$ cat config.mk
export PLATFORM = sky130hd
export DESIGN_NAME = rgb_led_chain_serializer_top
export DESIGN_NICKNAME = d
export VERILOG_FILES = /design/src/design/rlcs_pkg.sv /design/src/design/rlcs_ram.sv /design/src/design/rgb_led_chain_serializer_top.sv
export VERILOG_INCLUDE_DIRS = /design/src /design/src/design
export SDC_FILE = /design/constraint.sdc
export NUM_CORES = 1
export LEC_CHECK = 0
export BUFFER_PORTS_ARGS = -buffer_cell sky130_fd_sc_hd__clkbuf_2
export CAP_MARGIN = 20
export CORE_MARGIN = 5
export CORE_UTILIZATION = 42
export CTS_CLUSTER_DIAMETER = 100
export DETAILED_ROUTE_END_ITERATION = 8
export HOLD_SLACK_MARGIN = 0.1
export PLACE_DENSITY = 0.67
export SYNTH_ARGS = -nofsm -noshare
export SYNTH_HDL_FRONTEND = slang
export SYNTH_HIERARCHICAL = 1
export SYNTH_SLANG_ARGS = --single-unit
$ cat constraint.sdc
create_clock -name clk -period 6.8 [get_ports clk]
set_input_delay 0.68 -clock clk [delete_from_list [all_inputs] [get_ports clk]]
set_output_delay 0.68 -clock clk [all_outputs]
set_load 0.005 [all_outputs]
$ cat src/design/rgb_led_chain_serializer_top_assert.svh
// ----------------------------------------------------------------------------
// RGB LED chain serializer assertion macros
// Concurrent assertion wrappers that compile away when SYNTHESIS is defined.
// ----------------------------------------------------------------------------
`ifndef RGB_LED_CHAIN_SERIALIZER_TOP_ASSERT_SVH
`define RGB_LED_CHAIN_SERIALIZER_TOP_ASSERT_SVH

`ifndef SYNTHESIS
`define RLCS_ASSERT(label, prop, msg) \
  label: assert property (@(posedge clk) disable iff (rst) prop) \
    else $error(msg);
`define RLCS_ASSERT_ALWAYS(label, prop, msg) \
  label: assert property (@(posedge clk) prop) \
    else $error(msg);
`else
`define RLCS_ASSERT(label, prop, msg)
`define RLCS_ASSERT_ALWAYS(label, prop, msg)
`endif

`endif

$ cat src/design/rlcs_pkg.sv
// ----------------------------------------------------------------------------
// RGB LED chain serializer package
// Shared types, codes and reset values of the LED chain serializer.
// ----------------------------------------------------------------------------
`default_nettype none

package rlcs_pkg;

  localparam int LED_COUNT_DEFAULT = 3;
  localparam int BITS_PER_LED      = 24;
  localparam int COLOR_W           = 24;
  localparam int CFG_DATA_W        = 20;
  localparam int CFG_INDEX_W       = 3;
  localparam int COUNT_W           = 20;

  localparam logic [7:0]  ONE_HIGH_RESET   = 8'd12;
  localparam logic [7:0]  ZERO_HIGH_RESET  = 8'd4;
  localparam logic [7:0]  BIT_PERIOD_RESET = 8'd16;
  localparam logic [15:0] GAP_RESET        = 16'd1280;
  localparam logic [19:0] SETTLE_RESET     = 20'd16000;

  typedef enum logic [2:0] {
    OP_TICK      = 3'd0,
    OP_SET_LED   = 3'd1,
    OP_SET_ALL   = 3'd2,
    OP_UPDATE    = 3'd3,
    OP_SHOW      = 3'd4,
    OP_POWER_OFF = 3'd5
  } op_t;

  typedef enum logic [2:0] {
    PH_IDLE   = 3'd0,
    PH_SETTLE = 3'd1,
    PH_RESET  = 3'd2,
    PH_BITS   = 3'd3,
    PH_LATCH  = 3'd4
  } phase_t;

  typedef enum logic [CFG_INDEX_W-1:0] {
    CFG_ONE_HIGH   = 3'd0,
    CFG_ZERO_HIGH  = 3'd1,
    CFG_BIT_PERIOD = 3'd2,
    CFG_GAP        = 3'd3,
    CFG_SETTLE     = 3'd4
  } cfg_index_t;

endpackage

`default_nettype wire

$ cat src/design/rlcs_ram.sv
// ----------------------------------------------------------------------------
// RGB LED chain serializer RAM
// Generic single write port, single read port RAM with registered read data.
// ----------------------------------------------------------------------------
`default_nettype none

module rlcs_ram #(
  parameter int WIDTH = 24,
  parameter int DEPTH = 3
) (
  input  wire logic                                  clk,
  input  wire logic                                  we,
  input  wire logic [((DEPTH > 1) ? $clog2(DEPTH) : 1)-1:0] waddr,
  input  wire logic [WIDTH-1:0]                      wdata,
  input  wire logic [((DEPTH > 1) ? $clog2(DEPTH) : 1)-1:0] raddr,
  output logic      [WIDTH-1:0]                      rdata
);

  logic [WIDTH-1:0] mem [DEPTH];

  always_ff @(posedge clk) begin
    if (we) begin
      mem[waddr] <= wdata;
    end
    rdata <= mem[raddr];
  end

endmodule

`default_nettype wire

$ cat src/design/rgb_led_chain_serializer_top.sv
// ----------------------------------------------------------------------------
// RGB LED chain serializer top level
// Drives a daisy-chained addressable RGB LED string from a color store.
// ----------------------------------------------------------------------------
// The block takes one transaction per clock while results are taken and no
// store sweep runs, since each tick moves the data line waveform by one tick
// and the color store RAM is prefetched one LED ahead. Set-all, power-off
// and an automatic power-off rewrite the whole store one entry per clock,
// and intake pauses until that sweep ends. After reset the same clearing
// pass runs before the first transaction is taken; configuration writes are
// taken at any time.
`default_nettype none

module rgb_led_chain_serializer_top #(
  parameter int LED_COUNT = rlcs_pkg::LED_COUNT_DEFAULT
) (
  input  wire logic                                clk,
  input  wire logic                                rst,
  input  wire logic                                cfg_write,
  input  wire logic [rlcs_pkg::CFG_INDEX_W-1:0]    cfg_index,
  input  wire logic [rlcs_pkg::CFG_DATA_W-1:0]     cfg_data,
  input  wire logic                                in_valid,
  output logic                                     in_ready,
  input  wire logic [2:0]                          operation,
  input  wire logic [9:0]                          led_addr,
  input  wire logic [7:0]                          red,
  input  wire logic [7:0]                          green,
  input  wire logic [7:0]                          blue,
  input  wire logic [23:0]                         off_delay,
  output logic                                     out_valid,
  input  wire logic                                out_ready,
  output logic                                     data_level,
  output logic                                     power_enable,
  output logic                                     busy_res,
  output logic                                     accepted
);

  localparam int IDX_W   = (LED_COUNT > 1) ? $clog2(LED_COUNT) : 1;
  localparam int SWEEP_W = $clog2(LED_COUNT + 1);
  localparam int CW      = rlcs_pkg::COUNT_W;

  // Configuration registers.
  logic [7:0]  one_high_ticks;
  logic [7:0]  zero_high_ticks;
  logic [7:0]  bit_period_ticks;
  logic [15:0] gap_ticks;
  logic [19:0] settle_ticks;

  // Frame state.
  rlcs_pkg::phase_t frame_phase, frame_phase_next;
  logic [CW-1:0]    phase_count, phase_count_next;
  logic [4:0]       bit_position, bit_position_next;
  logic [IDX_W-1:0] led_position, led_position_next;
  logic             power_on, power_on_next;
  logic [23:0]      off_countdown, off_countdown_next;
  logic             off_armed, off_armed_next;
  logic             cut_after_frame, cut_after_frame_next;
  logic [rlcs_pkg::COLOR_W-1:0] cur_word, cur_word_next;

  // Store sweep.
  logic                         sweep_active;
  logic [SWEEP_W-1:0]           sweep_addr;
  logic [rlcs_pkg::COLOR_W-1:0] sweep_data;

  logic                         in_accept;
  logic                         busy;
  logic                         ok;
  logic                         store_we_op;
  logic                         fill_start;
  logic [rlcs_pkg::COLOR_W-1:0] fill_word;
  logic                         do_off;
  logic                         do_begin;
  logic [rlcs_pkg::COLOR_W-1:0] in_word;
  logic                         in_range;
  logic [CW:0]                  count_inc;
  logic [15:0]                  gap_eff;
  logic [7:0]                   per_eff;
  logic                         level_next;
  logic                         bit_value;
  logic [7:0]                   high_ticks;
  logic [4:0]                   bit_select;

  logic                         ram_we;
  logic [IDX_W-1:0]             ram_waddr;
  logic [rlcs_pkg::COLOR_W-1:0] ram_wdata;
  logic [IDX_W-1:0]             ram_raddr;
  logic [rlcs_pkg::COLOR_W-1:0] ram_rdata;
  logic [IDX_W:0]               led_plus;

  assign in_ready  = !sweep_active && (!out_valid || out_ready);
  assign in_accept = in_valid && in_ready;
  assign busy      = (frame_phase != rlcs_pkg::PH_IDLE);
  assign in_word   = {red, green, blue};
  assign in_range  = ({1'b0, led_addr} < 11'(LED_COUNT));
  assign count_inc = {1'b0, phase_count} + {{CW{1'b0}}, 1'b1};
  assign gap_eff   = (gap_ticks == 16'd0) ? 16'd1 : gap_ticks;
  assign per_eff   = (bit_period_ticks == 8'd0) ? 8'd1 : bit_period_ticks;

  // Prefetch the color of the LED after the one being sent.
  assign led_plus  = {1'b0, led_position} + {{IDX_W{1'b0}}, 1'b1};
  assign ram_raddr = ((frame_phase == rlcs_pkg::PH_BITS) &&
                      (led_plus < (IDX_W+1)'(LED_COUNT))) ?
                     led_plus[IDX_W-1:0] : '0;

  assign ram_we    = sweep_active ? (sweep_addr < SWEEP_W'(LED_COUNT))
                                  : (in_accept && store_we_op);
  assign ram_waddr = sweep_active ? sweep_addr[IDX_W-1:0] : led_addr[IDX_W-1:0];
  assign ram_wdata = sweep_active ? sweep_data : in_word;

  rlcs_ram #(
    .WIDTH (rlcs_pkg::COLOR_W),
    .DEPTH (LED_COUNT)
  ) u_color_store (
    .clk   (clk),
    .we    (ram_we),
    .waddr (ram_waddr),
    .wdata (ram_wdata),
    .raddr (ram_raddr),
    .rdata (ram_rdata)
  );

  // Next state of the frame sequencer for the transaction at the input.
  always_comb begin
    frame_phase_next     = frame_phase;
    phase_count_next     = phase_count;
    bit_position_next    = bit_position;
    led_position_next    = led_position;
    power_on_next        = power_on;
    off_countdown_next   = off_countdown;
    off_armed_next       = off_armed;
    cut_after_frame_next = cut_after_frame;
    cur_word_next        = cur_word;
    ok                   = 1'b1;
    store_we_op          = 1'b0;
    fill_start           = 1'b0;
    fill_word            = '0;
    do_off               = 1'b0;
    do_begin             = 1'b0;

    if (busy) begin
      if (operation == rlcs_pkg::OP_TICK) begin
        unique case (frame_phase)
          rlcs_pkg::PH_SETTLE: begin
            if (count_inc >= {1'b0, settle_ticks}) begin
              frame_phase_next = rlcs_pkg::PH_RESET;
              phase_count_next = '0;
            end else begin
              phase_count_next = count_inc[CW-1:0];
            end
          end
          rlcs_pkg::PH_RESET: begin
            if (count_inc >= (CW+1)'(gap_eff)) begin
              frame_phase_next  = rlcs_pkg::PH_BITS;
              phase_count_next  = '0;
              bit_position_next = '0;
              led_position_next = '0;
              cur_word_next     = ram_rdata;
            end else begin
              phase_count_next = count_inc[CW-1:0];
            end
          end
          rlcs_pkg::PH_BITS: begin
            if (count_inc >= (CW+1)'(per_eff)) begin
              phase_count_next = '0;
              if (bit_position == 5'(rlcs_pkg::BITS_PER_LED - 1)) begin
                bit_position_next = '0;
                if (led_position == IDX_W'(LED_COUNT - 1)) begin
                  led_position_next = '0;
                  frame_phase_next  = rlcs_pkg::PH_LATCH;
                end else begin
                  led_position_next = led_plus[IDX_W-1:0];
                  cur_word_next     = ram_rdata;
                end
              end else begin
                bit_position_next = bit_position + 5'd1;
              end
            end else begin
              phase_count_next = count_inc[CW-1:0];
            end
          end
          rlcs_pkg::PH_LATCH: begin
            if (count_inc >= (CW+1)'(gap_eff)) begin
              frame_phase_next = rlcs_pkg::PH_IDLE;
              phase_count_next = '0;
              if (cut_after_frame) begin
                power_on_next        = 1'b0;
                cut_after_frame_next = 1'b0;
              end
            end else begin
              phase_count_next = count_inc[CW-1:0];
            end
          end
          default: begin
            frame_phase_next = rlcs_pkg::PH_IDLE;
            phase_count_next = '0;
          end
        endcase
      end else begin
        ok = 1'b0;
      end
    end else begin
      unique case (operation)
        rlcs_pkg::OP_TICK: begin
          if (off_armed) begin
            if (off_countdown == 24'd0) begin
              off_armed_next = 1'b0;
              do_off         = 1'b1;
            end else begin
              off_countdown_next = off_countdown - 24'd1;
            end
          end
        end
        rlcs_pkg::OP_SET_LED: begin
          store_we_op = in_range;
        end
        rlcs_pkg::OP_SET_ALL: begin
          fill_start = 1'b1;
          fill_word  = in_word;
        end
        rlcs_pkg::OP_UPDATE: begin
          do_begin = 1'b1;
        end
        rlcs_pkg::OP_SHOW: begin
          do_begin           = 1'b1;
          off_countdown_next = off_delay;
          off_armed_next     = 1'b1;
        end
        rlcs_pkg::OP_POWER_OFF: begin
          do_off = 1'b1;
        end
        default: begin
          ok = 1'b0;
        end
      endcase
    end

    if (do_off) begin
      fill_start = 1'b1;
      fill_word  = '0;
      if (power_on) begin
        do_begin             = 1'b1;
        cut_after_frame_next = 1'b1;
      end
    end

    if (do_begin) begin
      phase_count_next  = '0;
      bit_position_next = '0;
      led_position_next = '0;
      frame_phase_next  = rlcs_pkg::PH_RESET;
      if (!power_on) begin
        power_on_next = 1'b1;
        if (settle_ticks != 20'd0) begin
          frame_phase_next = rlcs_pkg::PH_SETTLE;
        end
      end
    end
  end

  // Data line level after the transaction.
  always_comb begin
    bit_select = 5'(rlcs_pkg::BITS_PER_LED - 1) - bit_position_next;
    bit_value  = cur_word_next[bit_select];
    high_ticks = bit_value ? one_high_ticks : zero_high_ticks;
    level_next = (frame_phase_next == rlcs_pkg::PH_BITS) &&
                 (phase_count_next < CW'(high_ticks));
  end

  always_ff @(posedge clk) begin
    if (rst) begin
      one_high_ticks   <= rlcs_pkg::ONE_HIGH_RESET;
      zero_high_ticks  <= rlcs_pkg::ZERO_HIGH_RESET;
      bit_period_ticks <= rlcs_pkg::BIT_PERIOD_RESET;
      gap_ticks        <= rlcs_pkg::GAP_RESET;
      settle_ticks     <= rlcs_pkg::SETTLE_RESET;
    end else if (cfg_write) begin
      unique case (cfg_index)
        rlcs_pkg::CFG_ONE_HIGH:   one_high_ticks   <= cfg_data[7:0];
        rlcs_pkg::CFG_ZERO_HIGH:  zero_high_ticks  <= cfg_data[7:0];
        rlcs_pkg::CFG_BIT_PERIOD: bit_period_ticks <= cfg_data[7:0];
        rlcs_pkg::CFG_GAP:        gap_ticks        <= cfg_data[15:0];
        rlcs_pkg::CFG_SETTLE:     settle_ticks     <= cfg_data[19:0];
        default: ;
      endcase
    end
  end

  always_ff @(posedge clk) begin
    if (rst) begin
      frame_phase     <= rlcs_pkg::PH_IDLE;
      phase_count     <= '0;
      bit_position    <= '0;
      led_position    <= '0;
      power_on        <= 1'b0;
      off_countdown   <= '0;
      off_armed       <= 1'b0;
      cut_after_frame <= 1'b0;
    end else if (in_accept) begin
      frame_phase     <= frame_phase_next;
      phase_count     <= phase_count_next;
      bit_position    <= bit_position_next;
      led_position    <= led_position_next;
      power_on        <= power_on_next;
      off_countdown   <= off_countdown_next;
      off_armed       <= off_armed_next;
      cut_after_frame <= cut_after_frame_next;
    end
  end

  always_ff @(posedge clk) begin
    if (in_accept) begin
      cur_word <= cur_word_next;
    end
  end

  always_ff @(posedge clk) begin
    if (rst) begin
      sweep_active <= 1'b1;
      sweep_addr   <= '0;
      sweep_data   <= '0;
    end else if (sweep_active) begin
      if (sweep_addr == SWEEP_W'(LED_COUNT)) begin
        sweep_active <= 1'b0;
      end else begin
        sweep_addr <= sweep_addr + {{(SWEEP_W-1){1'b0}}, 1'b1};
      end
    end else if (in_accept && fill_start) begin
      sweep_active <= 1'b1;
      sweep_addr   <= '0;
      sweep_data   <= fill_word;
    end
  end

  always_ff @(posedge clk) begin
    if (rst) begin
      out_valid <= 1'b0;
    end else if (in_accept) begin
      out_valid <= 1'b1;
    end else if (out_ready) begin
      out_valid <= 1'b0;
    end
  end

  always_ff @(posedge clk) begin
    if (in_accept) begin
      data_level   <= level_next;
      power_enable <= power_on_next;
      busy_res     <= (frame_phase_next != rlcs_pkg::PH_IDLE);
      accepted     <= ok;
    end
  end

`include "rgb_led_chain_serializer_top_assert.svh"

  `RLCS_ASSERT(a_level_only_in_frame, out_valid && data_level |-> busy_res, "Data line high outside a frame.")
  `RLCS_ASSERT(a_frame_needs_power, out_valid && busy_res |-> power_enable, "Frame in progress without chain power.")
  `RLCS_ASSERT(a_no_sweep_in_bits, (frame_phase == rlcs_pkg::PH_BITS) |-> !sweep_active, "Store sweep overlaps the bit phase.")
  `RLCS_ASSERT_ALWAYS(a_reset_clears, rst |=> sweep_active && !out_valid, "Reset did not start the clearing pass.")

endmodule

`default_nettype wire

# --- After elaboration in Yosys (flattened, before gate mapping) ---
# Memory sizes are Yosys's and may differ from the RTL's. A register that Yosys moved wholly into a read port is not among the register bits.
# Index checks and enable logic that the tools add are counted.
op_classes:
  n_addsub: 6
  order_cmp: 8
  n_eq_ne: 23
  n_mux: 98
  bitwise: 2
  reduce_logical: 36
op_table:
  columns: ["cell", "count"]
  rows:
  - ["$mux 24", 12]
  - ["$mux 20", 6]
  - ["$pmux 24 s2", 2]
  - ["$pmux 20 s3", 1]
  - ["$mux 1", 39]
  - ["$mux 5", 6]
  - ["$mux 2", 14]
  - ["$mux 3", 9]
  - ["$logic_not 24->1", 1]
  - ["$sub 24x1->24 const B", 1]
  - ["$add 20x1->21 const B", 1]
  - ["$eq 3x2->1 const B", 7]
  - ["$ge 21x16->1", 1]
  - ["$ge 21x20->1", 1]
  - ["$ge 21x8->1", 1]
  - ["$lt 20x8->1", 1]
  - ["$reduce_bool 20->1", 1]
  - ["$logic_not 16->1", 1]
  - ["$mux 16", 1]
  - ["$mux 8", 2]
  - ["$reduce_and 2->1", 7]
  - ["$eq 3x3->1 const B", 4]
  - ["$pmux 3 s4", 1]
  - ["$lt 10x2->1 const B", 1]
  - ["30 further kinds", 52]
word_totals:
  ff_bits: 173
  ramBits: 72
  output_inout_bits: 6
  n_memories: 1
mem_list:
  columns: ["memory", "words", "width", "rd", "rd_ports_with_merged_regs", "write_ports", "line_no", "text"]
  rows:
  - ["u_color_store.mem", 3, 24, 1, 1, 1, "rlcs_ram.sv:19", "logic [WIDTH-1:0] mem [DEPTH];"]

# --- Logic depth before layout (Yosys ltp) ---
# Gate-level depths: netlist of run 1.
depth:
  depth_word: 14
  mapped_depth: 27

# --- By module ---
# Netlist of run 1, hierarchy kept.
modules_own_cells:
  columns: ["mod", "instances", "cells_each", "area_each_um2"]
  rows:
  - ["rgb_led_chain_serializer_top", 1, 1374, 10689.0]
  - ["rlcs_ram", 1, 179, 3194.3]

# --- Worst setup path before layout of run 1 ---
# OpenSTA, ideal clock, no wires.
synth_timing:
  path_type: "flip-flop to flip-flop"
  start: "register phase_count[0]"
  end: "register data_level, data pin"
  setup_ns: 0.158
  arrival_time_ns: 5.627
  required_time_ns: 6.642
  slack_ns: 1.015
  stages_incl_launch_ff: 26
  cell_sequence: "dfxtp_1 > ha_1 > nand3_2 > nor4b_1 > xor2_1 > ha_1 > a211oi_1 > nand2_1 > o211ai_1 > nand4_4 > and2_1 > buf_4 > o2bb2ai_1 > nand2_1 > a21oi_1 > o311a_1 > a41oi_4 > mux2i_1 > ha_1 > a21oi_1 > nor2_1 > a211oi_1 > o211ai_1 > nor4b_1 > nand2_1 > o211ai_1"
synth_via:
  elab_chain_cells: 13
  elab_cells_between_ends: 37
  classes_between: "add/sub (2); order compare (4); eq/ne (1); mux (29); reduce/logical (1)"
synth_rtl:
  columns: ["element", "line_no", "text"]
  rows:
  - ["from (decl)", "rgb_led_chain_serializer_top.sv:51", "logic [CW-1:0] phase_count, phase_count_next;"]
  - ["from (signal assigned)", "rgb_led_chain_serializer_top.sv:300", "phase_count <= phase_count_next;"]
  - ["$add 20x1->21", "rgb_led_chain_serializer_top.sv:95", "assign count_inc = {1'b0, phase_count} + {{CW{1'b0}}, 1'b1};"]
  - ["$ge 21x8->1 / $ge 21x16->1 (equally long branches)", "rgb_led_chain_serializer_top.sv:163, rgb_led_chain_serializer_top.sv:152, rgb_led_chain_serializer_top.sv:182", null]
  - ["$mux 5 (on tied branches)", "rgb_led_chain_serializer_top.sv:163, rgb_led_chain_serializer_top.sv:152", null]
  - ["$pmux 5 s2", "rgb_led_chain_serializer_top.sv:142", "unique case (frame_phase)"]
  - ["$mux 5", "rgb_led_chain_serializer_top.sv:141", "if (operation == rlcs_pkg::OP_TICK) begin"]
  - ["$mux 5", "rgb_led_chain_serializer_top.sv:140", "if (busy) begin"]
  - ["$mux 5", "rgb_led_chain_serializer_top.sv:246", "if (do_begin) begin"]
  - ["$sub 5x5->5", "rgb_led_chain_serializer_top.sv:262", "bit_select = 5'(rlcs_pkg::BITS_PER_LED - 1) - bit_position_next;"]
  - ["$bmux 1 s5", "rgb_led_chain_serializer_top.sv:263", "bit_value = cur_word_next[bit_select];"]
  - ["$mux 1 (implied by the code)", "rgb_led_chain_serializer_top.sv:263", null]
  - ["$mux 8", "rgb_led_chain_serializer_top.sv:264", "high_ticks = bit_value ? one_high_ticks : zero_high_ticks;"]
  - ["$lt 20x8->1", "rgb_led_chain_serializer_top.sv:266", "(phase_count_next < CW'(high_ticks));"]
  - ["$logic_and 1x1->1 *", "rgb_led_chain_serializer_top.sv:265", "level_next = (frame_phase_next == rlcs_pkg::PH_BITS) &&"]
  - ["net level_next", "rgb_led_chain_serializer_top.sv:78", "logic level_next;"]
  - ["to (signal assigned)", "rgb_led_chain_serializer_top.sv:346", "data_level <= level_next;"]
  - ["to (decl)", "rgb_led_chain_serializer_top.sv:32", "output logic data_level,"]
# Mark *: on every way through the listed nets, which the timed path passes. The rest lies on a longest branch. The select of a mux whose other input is x is not followed.
# A chain may end at the register's enable or synchronous reset.

# --- Worst setup path after layout of run 1 ---
layout_timing:
  start: "register phase_count[2]"
  end: "register data_level, data pin"
# Same word-level chain as after synthesis.

==> flow_summary.json, run 1 <==
{
  "slew_headroom": 0.288,
  "clockBufferDepth": 3,
  "grt_start_max_net_pins": 78,
  "clock_sinks": 269,
  "vias": 11500,
  "critPathLaunch": "phase_count[2]",
  "ant_nets": 0,
  "async_reset_ff_frac": 0,
  "die_h_um": 192,
  "yosysWarnings": 6,
  "initial_utilization": 0.426,
  "wirelength_um": 34800,
  "die_x_um": 192,
  "path_clk_slew_ps": 70,
  "tns_ps": 0,
  "min_path_type": "in -> reg",
  "drc_errors": 0,
  "status": "completed",
  "internal_power_mw": 3.15,
  "grt.total_usage": 0.184,
  "start_kind": "flip-flop",
  "fin_crit_sh": 0.933,
  "r2r_start": "phase_count[2]",
  "detail_route.wl_per_cell_um": 16.7,
  "ys_seq_elements": 269,
  "sequentialPowerShare": 0.494,
  "area_delta_synth_final_pct": 13.4,
  "critPathKind": "reg -> reg",
  "final_max_slew_viol_count": 0,
  "grt-ovfl-total": 0,
  "fin_skew_ps": 15.7,
  "htreeDepth": 1,
  "gp_congestion": 0.913,
  "min_period_ps": 6350,
  "diodes": 0,
  "synth-main-ff-cell": "dfxtp_1",
  "avgSynthCellArea_um2": 8.94,
  "ys_seq_area_frac": 0.460,
  "worstPathArrival_ps": 6740,
  "cts-root-buf": "clkbuf_16",
  "worst_hold_slack_ps": 345,
  "power_frac_comb": 0.128,
  "leakage_nw": 6.01,
  "drive_gt1_frac": 0.146,
  "finalSetupViolations": 0,
  "synth_edf_count": 100,
  "rsz0062_at_grt": "no",
  "cap_violations": 0,
  "final-hold-violation-count": 0,
  "power.switching_mw": 1.10,
  "clkLatencyLatePin_ps": 550,
  "r2r_setup_slack_ps": 450,
  "reg2regPathDepth": 24,
  "worst_slew_pin_slew_ps": 1070,
  "drtIter0Drc": 888,
  "vias_per_cell": 5.53,
  "rows": 66,
  "ioPinCount": 95,
  "antenna_found_initial": 0,
  "coreArea_mm2": 0.0326,
  "pwr-share-clk": 0.378,
  "pwr_density_cell_mw_per_mm2": 270,
  "finalNetCount": 1760,
  "ir_drop_mv": 0.186,
  "power_switching_share": 0.258,
  "grt_pass1_wl_um": 56300,
  "grt_pass1_vias": 10900,
  "dieArea_mm2": 0.0368,
  "cts_buffers": 29,
  "dp_hpwl_um": 24500,
  "first_pass_iters": 5,
  "cp-endpoint": "data_level",
  "r2r-end": "data_level",
  "synth.cell_area_mm2": 0.0139,
  "synth_cell_types": 87,
  "worst_setup_path_end_kind": "flip-flop",
  "cts_tree": "built",
  "max_freq_ghz": 0.158,
  "netlist_instances": 1553,
  "cp_data_required_time_ps": 7200,
  "port_buffers": 94,
  "path_max_fanout": 10,
  "synth_fp_nets": 1701
}
logic make-up after synthesis:
group	share of synthesized area
simple gates	0.214
flops	0.460
fa+ha+maj	0.0532
mux	0.0520
buf+inv	0.0451
xor+xnor	0.0139
compound gates	0.161
layout make-up:
cell class                 instances  area (um2)
fill                            3015       16900
multi-input combinational       1141        6960
sequential                       269        6390
clock buffer                      37         776
timing repair buffer             119         676
tap                              442         553
clock inverter                    16         195
inverter                          52         195
worst max-delay path: stages, from the launching register on:
cell and delay (ps):
dfxtp_1 480, and4_1 390, nand3_1 290, nor2_1 250, xor2_2 240, ha_1 300
o21a_1 190, o21a_1 170, o311ai_0 210, nand4_4 320, and2_2 360, o2bb2ai_1 300
nand3_1 150, o31ai_1 90, o311a_1 350, a41oi_4 410, buf_4 200, mux2i_1 180
ha_1 260, a21o_1 180, a21oi_1 130, o211ai_1 110, nor4b_2 340, nand2_1 90
o211ai_1 190
cells in the final DEF, fill, tap and decap left out, types with 18 or more instances in the layout:
master | synthesis | final
a211oi_1 | 22 | 22
a21oi_1 | 155 | 155
a22oi_1 | 20 | 20
buf_4 | 7 | 24
clkbuf_16 | 0 | 29
clkbuf_2 | 1 | 93
dfxtp_1 | 169 | 169
edfxtp_1 | 100 | 100
ha_1 | 59 | 59
inv_1 | 52 | 51
mux2_2 | 31 | 31
mux2i_1 | 35 | 35
nand2_1 | 316 | 316
nand3_1 | 55 | 54
nand4_1 | 19 | 19
nor2_1 | 98 | 95
nor3_1 | 26 | 26
nor4_1 | 19 | 18
o21ai_0 | 38 | 37
o21ai_1 | 23 | 23
Yosys cell counts, types with 20 or more instances:
cell type,instances,share of area
a211oi_1,22,0.012
a21oi_1,155,0.056
inv_1,52,0.014
edfxtp_1,100,0.22
o21ai_0,38,0.014
a22oi_1,20,0.011
clkbuf_1,69,0.019
o21ai_1,23,0.0083
nand2_1,316,0.085
nand3_1,55,0.020
ha_1,59,0.053
mux2i_1,35,0.025
nor2_1,98,0.026
dfxtp_1,169,0.24
mux2_2,31,0.025
nor3_1,26,0.0094
worst min path at each step:
stage | from | end | depth (start not counted)
final | cfg_data[16] | settle_ticks[16] | 3
after global routing | cfg_data[18] | settle_ticks[18] | 3
after floorplan | u_color_store/mem[2][0] | u_color_store/rdata[0] | 2
after detailed placement | u_color_store/mem[2][17] | u_color_store/rdata[17] | 2
after global placement | u_color_store/mem[2][1] | u_color_store/rdata[1] | 2
after CTS | cfg_data[16] | settle_ticks[16] | 3
repair_timing:
item | 4_1_cts | 5_1_grt
resized for setup | 0 | 10
buffers inserted | 0 | 3
hold buffers | 0 | 0
endpoints found under the setup margin | 0 | 1
routing by layer:
metal	wire, um	vias to the layer above	track usage
met5	0	-	0
met3	1920	42	0.0273
met1	16500	5454	0.266
met2	15800	299	0.296
met4	522	0	0.0331
li1	-	5675	-
metrics by stage:
step / instances / power, mW / util / area, um2 / setup slack (ps)
2_1_floorplan: 1553 / 2.46 / - / 13900 / 1020
3_3_place_gp: 2016 / 2.66 / 0.449 / 14600 / 447
3_5_place_dp: 2017 / 2.67 / 0.450 / 14700 / 161
4_1_cts: 2070 / 4.28 / 0.479 / 15600 / 150
5_1_grt: 2076 / 4.43 / 0.482 / 15700 / 3.77
6_report: 2076 / 4.25 / 0.482 / 15700 / 454
registers in the layout (all words and copies together), names as in the netlist, 2 cells and up:
signal / flops
settle_ticks: 20
zero_high_ticks: 8
frame_phase: 3
sweep_addr: 2
bit_position: 5
one_high_ticks: 8
cur_word: 24
u_color_store/rdata: 24
led_position: 2
phase_count: 20
off_countdown: 24
gap_ticks: 16
bit_period_ticks: 8
sweep_data: 24
u_color_store/mem: 72
power by group through the flow:
stage | Clock [mW] | Sequential [mW] | Combinational (mW)
floorplan | 0 | 2.09 | 0.369
global placement | 0 | 2.13 | 0.535
detailed placement | 0 | 2.13 | 0.542
CTS | 1.63 | 2.10 | 0.543
global route | 1.70 | 2.12 | 0.606
finish | 1.60 | 2.10 | 0.544
(Power assumes the default switching activity.)
==> run 2, diff against run 1 <==
--- a/config.mk
+++ b/config.mk
@@ -9,11 +9,12 @@
 export BUFFER_PORTS_ARGS = -buffer_cell sky130_fd_sc_hd__clkbuf_2
 export CAP_MARGIN = 20
 export CORE_MARGIN = 5
-export CORE_UTILIZATION = 42
+export CORE_UTILIZATION = 45
 export CTS_CLUSTER_DIAMETER = 100
 export DETAILED_ROUTE_END_ITERATION = 8
+export GPL_TIMING_DRIVEN = 0
 export HOLD_SLACK_MARGIN = 0.1
-export PLACE_DENSITY = 0.67
+export PLACE_DENSITY = 0.7
 export SYNTH_ARGS = -nofsm -noshare
 export SYNTH_HDL_FRONTEND = slang
 export SYNTH_HIERARCHICAL = 1
==> run 2 against run 1 <==
  * Die area is 6.3% lower
  * Clock-buffer cell count is 5 higher
  * Clock power is 4% lower
  * Critical path type unchanged
  * Critical endpoint unchanged
==> flow_summary.json, run 2 (synthesis gave the netlist of run 1 again) <==
{
  "status": "completed",
  "cap_violations": 0,
  "pwr-share-clk": 0.361,
  "detail_route.wl_per_cell_um": 17.8,
  "fillers": 2801,
  "finalNetCount": 1831,
  "vias_per_cell": 5.76,
  "path_cells": "ha_2, nand3_2, xnor2_1, ha_1, a21o_1, a211o_1, a41oi_2, o221a_4, a21boi_0, a211oi_2, a21oi_1, o311ai_0, a31oi_1, a41oi_4, buf_12, mux2i_1, ha_1, a21oi_1, nor2_1, a211oi_1, o211ai_1, nor4b_2, nand2_1, o211ai_1",
  "largest_register_ff_count": 72,
  "finalSetupViolations": 0,
  "sequentialPowerShare": 0.492,
  "drc_errors": 0,
  "worstPathArrival_ps": 6770,
  "clkLatencyLatePin_ps": 560,
  "final_max_slew_viol_count": 0,
  "grt_pass1_vias": 11400,
  "met1_length_um": 16400,
  "max_freq_ghz": 0.157,
  "power.switching_mw": 1.13,
  "internal_power_mw": 3.12,
  "fin_skew_ps": 26.7,
  "final_common_cell": "nand2_1",
  "grt_start_max_net_pins": 38,
  "htreeDepth": 1,
  "cp_top_family": "compound AO/OA/AOI/OAI gates",
  "leakage_nw": 6.14,
  "cts_buffers": 29,
  "area_delta_synth_final_pct": 15.4,
  "dp_hpwl_um": 27400,
  "pwr_density_cell_mw_per_mm2": 265,
  "start_kind": "flip-flop",
  "drive_gt1_frac": 0.145,
  "min_path_type": "in -> reg",
  "top_layer_used": "met4",
  "final-hold-violation-count": 0,
  "first_pass_iters": 5,
  "diodes": 0,
  "wirelength_um": 37500,
  "worst_slew_pin_slew_ps": 1030,
  "rows": 64,
  "r2r_setup_slack_ps": 420,
  "cpMaxStageDelayCell": "dfxtp_2",
  "instances_no_fill": 2101,
  "dp.cells": 2043,
  "grt.total_usage": 0.213,
  "coreArea_mm2": 0.0305,
  "drtIter0Drc": 1063,
  "port_buffers": 90,
  "critPathKind": "reg -> reg",
  "min_period_ps": 6380,
  "ant_nets": 0,
  "met2WireLength_um": 17100,
  "regMostFlops": "u_color_store/mem",
  "die_h_um": 186,
  "path_clk_slew_ps": 60,
  "most-common-layout-cells": "nand2_1, dfxtp_1, a21oi_1, edfxtp_1, nor2_1",
  "fin_crit_sh": 0.938,
  "clock_sinks": 269,
  "gp_congestion": 0.922,
  "dp_slack_ps": -445,
  "die_x_um": 186,
  "power_frac_comb": 0.147,
  "ioPinCount": 95,
  "grt-ovfl-total": 0,
  "multiInputGateArea_mm2": 0.00698,
  "cts-root-buf": "clkbuf_16",
  "grt_pass1_wl_um": 59500,
  "dieArea_mm2": 0.0345,
  "worst_setup_path_end_kind": "flip-flop",
  "cp.buffers_inverters": 1,
  "postLayoutSetupSlackWorst_ps": 424,
  "wl_met3_um": 3060,
  "vias": 12100,
  "clockBufferDepth": 3,
  "cts_tree": "built",
  "initial_utilization": 0.455,
  "antenna_found_initial": 0,
  "power_switching_share": 0.266,
  "cp_data_required_time_ps": 7200,
  "path_max_fanout": 11,
  "tns_ps": 0,
  "slowest_delay_ps": 470,
  "slew_headroom": 0.310,
  "seq_area_mm2": 0.00639,
  "ir_drop_mv": 0.179
}
==> run 2: cell count changes in the layout (fill, tap and decap cells not counted), sizes merged <==
| cell | delta |
|---|---|
| nand2 | -1 |
| buf | +6 |
| clkinvlp | -1 |
| clkinv | +2 |
| clkbuf | +71 |
| bufinv | -4 |
| inv | -2 |
==> run 2: worst min-delay path, cell delays in order <==
cell and delay [ps]:
clkbuf_2 80, nand2_1 50, a21oi_1 50
==> run 2: power by group through the flow <==
stage | combinational, mW | sequential, mW | clock (mW)
detailed placement | 0.611 | 2.12 | 0
finish | 0.625 | 2.09 | 1.53
CTS | 0.623 | 2.09 | 1.56
floorplan | 0.369 | 2.09 | 0
global placement | 0.538 | 2.13 | 0
global route | 0.684 | 2.11 | 1.63
==> run 2: repair_timing <==
action                     4_1_cts  5_1_grt
hold buffers                     0        0
setup buffers                    3        3
setup endpoints to repair        1        1
pin swaps                        1        5
gates resized for setup          5       15
==> run 2: path summary, 6_finish.rpt <==
kind                            start                       to  cells past startpoint
min                      cfg_data[16]         settle_ticks[16]                      3
max reg2reg            phase_count[0]               data_level                     24
max                    phase_count[0]               data_level                     24
min reg2reg  u_color_store/mem[2][23]  u_color_store/rdata[23]                      2
==> run 2: layout make-up <==
class,instances,area share
multi-input combinational,1140,0.436
tap,396,0.0309
inverter,52,0.0122
buffer,91,0.0267
clock buffer,42,0.0540
sequential,269,0.399
timing repair buffer,100,0.0366
clock inverter,11,0.00500
==> run 2: per-layer routing <==
metal  vias to the layer above  GRT usage
met5                         -          0
met4                         0     0.0586
met3                        57     0.0334
met2                       469      0.343
met1                      5724      0.300
li1                       5843          -
==> run 2: per-stage QoR <==
step,instance area [um2],power (mW),utilization,hold slack (ps)
6_report,16000,4.25,0.525,339
5_1_grt,16000,4.43,0.525,339
4_1_cts,15900,4.28,0.522,323
3_5_place_dp,14900,2.73,0.489,432
3_3_place_gp,14800,2.67,0.486,429
2_1_floorplan,13900,2.46,-,422
==> run 3, diff against run 2 <==
==> constraint.sdc (replaced) <==
create_clock -name clk -period 7.55 [get_ports clk]
set_input_delay 0.755 -clock clk [delete_from_list [all_inputs] [get_ports clk]]
set_output_delay 0.755 -clock clk [all_outputs]
set_load 0.005 [all_outputs]
==> run 3 against run 2 <==
  * Final cell count barely moved
  * Wire length is essentially flat
  * Worst hold slack better by 75 ps
  * Clock skew down 3.2 ps
  * Design area down 0.72%
  * Sequential power shrank 10%
  * Critical path type unchanged
  * Critical endpoint unchanged
  * Largest cell class unchanged
==> flow_summary.json, run 3 (synthesis gave the netlist of run 1 again) <==
{
  "drc_errors": 0,
  "most-common-layout-cells": "nand2_1, dfxtp_1, a21oi_1, edfxtp_1, nor2_1",
  "cts_buffers": 29,
  "design_power_total_mw": 3.82,
  "start_kind": "flip-flop",
  "r2r-end": "data_level",
  "hold_end": "settle_ticks[16]",
  "wirelength_um": 37500,
  "worst_setup_path_end_kind": "flip-flop",
  "drive_gt1_frac": 0.134,
  "diodes": 0,
  "finalSetupViolations": 0,
  "leakage_nw": 6.08,
  "min_path_type": "in -> reg",
  "power_frac_comb": 0.147,
  "met2WireLength_um": 16900,
  "die_h_um": 186,
  "pwr-share-clk": 0.360,
  "path_clk_slew_ps": 60,
  "power.switching_mw": 1.01,
  "antenna_found_initial": 0,
  "dieArea_mm2": 0.0345,
  "grt_pass1_vias": 11400,
  "grt_start_max_net_pins": 38,
  "worst_slew_pin_slew_ps": 1050,
  "status": "completed",
  "worstPathArrival_ps": 7350,
  "initial_utilization": 0.455,
  "area_delta_synth_final_pct": 14.6,
  "vias": 12100,
  "clkLatencyLatePin_ps": 560,
  "ant_nets": 0,
  "r2r_start": "phase_count[0]",
  "critPathKind": "reg -> reg",
  "top_layer_used": "met4",
  "rsz0062_at_grt": "no",
  "die_x_um": 186,
  "internal_power_mw": 2.81,
  "ir_drop_mv": 0.161,
  "grt-ovfl-total": 0,
  "regMostFlops": "u_color_store/mem",
  "detail_route.wl_per_cell_um": 17.8,
  "slew_headroom": 0.303,
  "hp-start": "cfg_data[16]",
  "finalNetCount": 1829,
  "pwr_density_cell_mw_per_mm2": 240,
  "fillers": 2811,
  "cts-root-buf": "clkbuf_16",
  "final-hold-violation-count": 0,
  "fin_crit_sh": 0.922,
  "tns_ps": 0,
  "fin_skew_ps": 23.6,
  "coreArea_mm2": 0.0305,
  "grt.total_usage": 0.212,
  "worst_hold_slack_ps": 414,
  "dp_hpwl_um": 27400,
  "cts_tree": "built",
  "ioPinCount": 95,
  "postLayoutSetupSlackWorst_ps": 592,
  "first_pass_iters": 5,
  "grt_pass1_wl_um": 59400,
  "sequentialPowerShare": 0.493,
  "largest_register_ff_count": 72,
  "vias_per_cell": 5.77,
  "dp_slack_ps": 305,
  "clock_sinks": 269,
  "final_max_slew_viol_count": 0,
  "port_buffers": 90,
  "clockBufferDepth": 3,
  "cp_data_required_time_ps": 7940,
  "wl_met3_um": 2930,
  "path_max_fanout": 11,
  "r2r_setup_slack_ps": 590,
  "final_util": 0.521,
  "met1_length_um": 16600,
  "gp_congestion": 0.922,
  "htreeDepth": 1,
  "reg2regPathDepth": 27,
  "min_period_ps": 6960,
  "power_switching_share": 0.266,
  "final_common_cell": "nand2_1",
  "cap_violations": 0,
  "rows": 64,
  "holdPathStages": 3,
  "max_freq_ghz": 0.144,
  "drtIter0Drc": 1064
}
## run 3: per-stage QoR
step | cell area, um2 | instances
detailed placement | 14900 | 2043
floorplan | 13900 | 1553
global placement | 14800 | 2039
global route | 15900 | 2099
finish | 15900 | 2099
CTS | 15900 | 2096
## run 3: power by group through the flow
| stage | clock network (mW) | logic, mW | registers [mW] |
|---|---|---|---|
| 2_1_floorplan | 0 | 0.333 | 1.88 |
| 3_3_place_gp | 0 | 0.485 | 1.92 |
| 6_report | 1.38 | 0.560 | 1.88 |
| 5_1_grt | 1.47 | 0.613 | 1.90 |
| 3_5_place_dp | 0 | 0.550 | 1.91 |
| 4_1_cts | 1.41 | 0.552 | 1.88 |
## run 3: worst max-delay path by stage
stage                   start         end  slack, ps
2_1_floorplan  phase_count[0]  data_level       1770
3_3_place_gp   phase_count[0]  data_level        370
3_5_place_dp   phase_count[0]  data_level        300
4_1_cts        phase_count[0]  data_level        300
5_1_grt        phase_count[0]  data_level          9
6_report       phase_count[0]  data_level        590
## run 3: final cells by class
cell class	count	area, um2	share of cell area
Inverter	52	195	0.0123
Clock buffer	42	865	0.0544
Buffer	92	432	0.0271
Clock inverter	11	80.1	0.00503
Sequential cell	269	6390	0.402
Timing Repair Buffer	97	563	0.0354
Tap cell	396	495	0.0312
Multi-Input combinational cell	1140	6890	0.433
## run 3: worst max-delay path, cell delays in order (launching register included)
cell and delay (ps):
dfxtp_1 590, ha_1 330, nand3_2 200, nor2_1 250, nand3_1 130, xnor2_1 400, ha_1 330, a211oi_1 300
o22ai_1 140, o211ai_1 330, nand4_4 260, and2_1 230, buf_4 170, o2bb2ai_1 350, nor3b_1 370, o21ai_0 170
a31oi_1 310, a41oi_4 60, buf_12 170, mux2i_1 220, ha_1 290, a21oi_1 150, nor2_1 60, a211oi_1 190
o211ai_1 120, nor4b_2 330, nand2_1 90, o211ai_1 230
## run 3: timing repair
item / in CTS / in global routing
setup buffers: 0 / 3
hold endpoints to repair: 0 / 0
resized for setup: 0 / 2
hold buffers: 0 / 0
endpoints found under the setup margin: 0 / 1
## run 3: metal layers
metal / global-route usage / vias to the layer above
li1: - / 5834
met3: 0.0326 / 67
met1: 0.299 / 5736
met2: 0.343 / 466
met5: 0 / -
met4: 0.0560 / 0
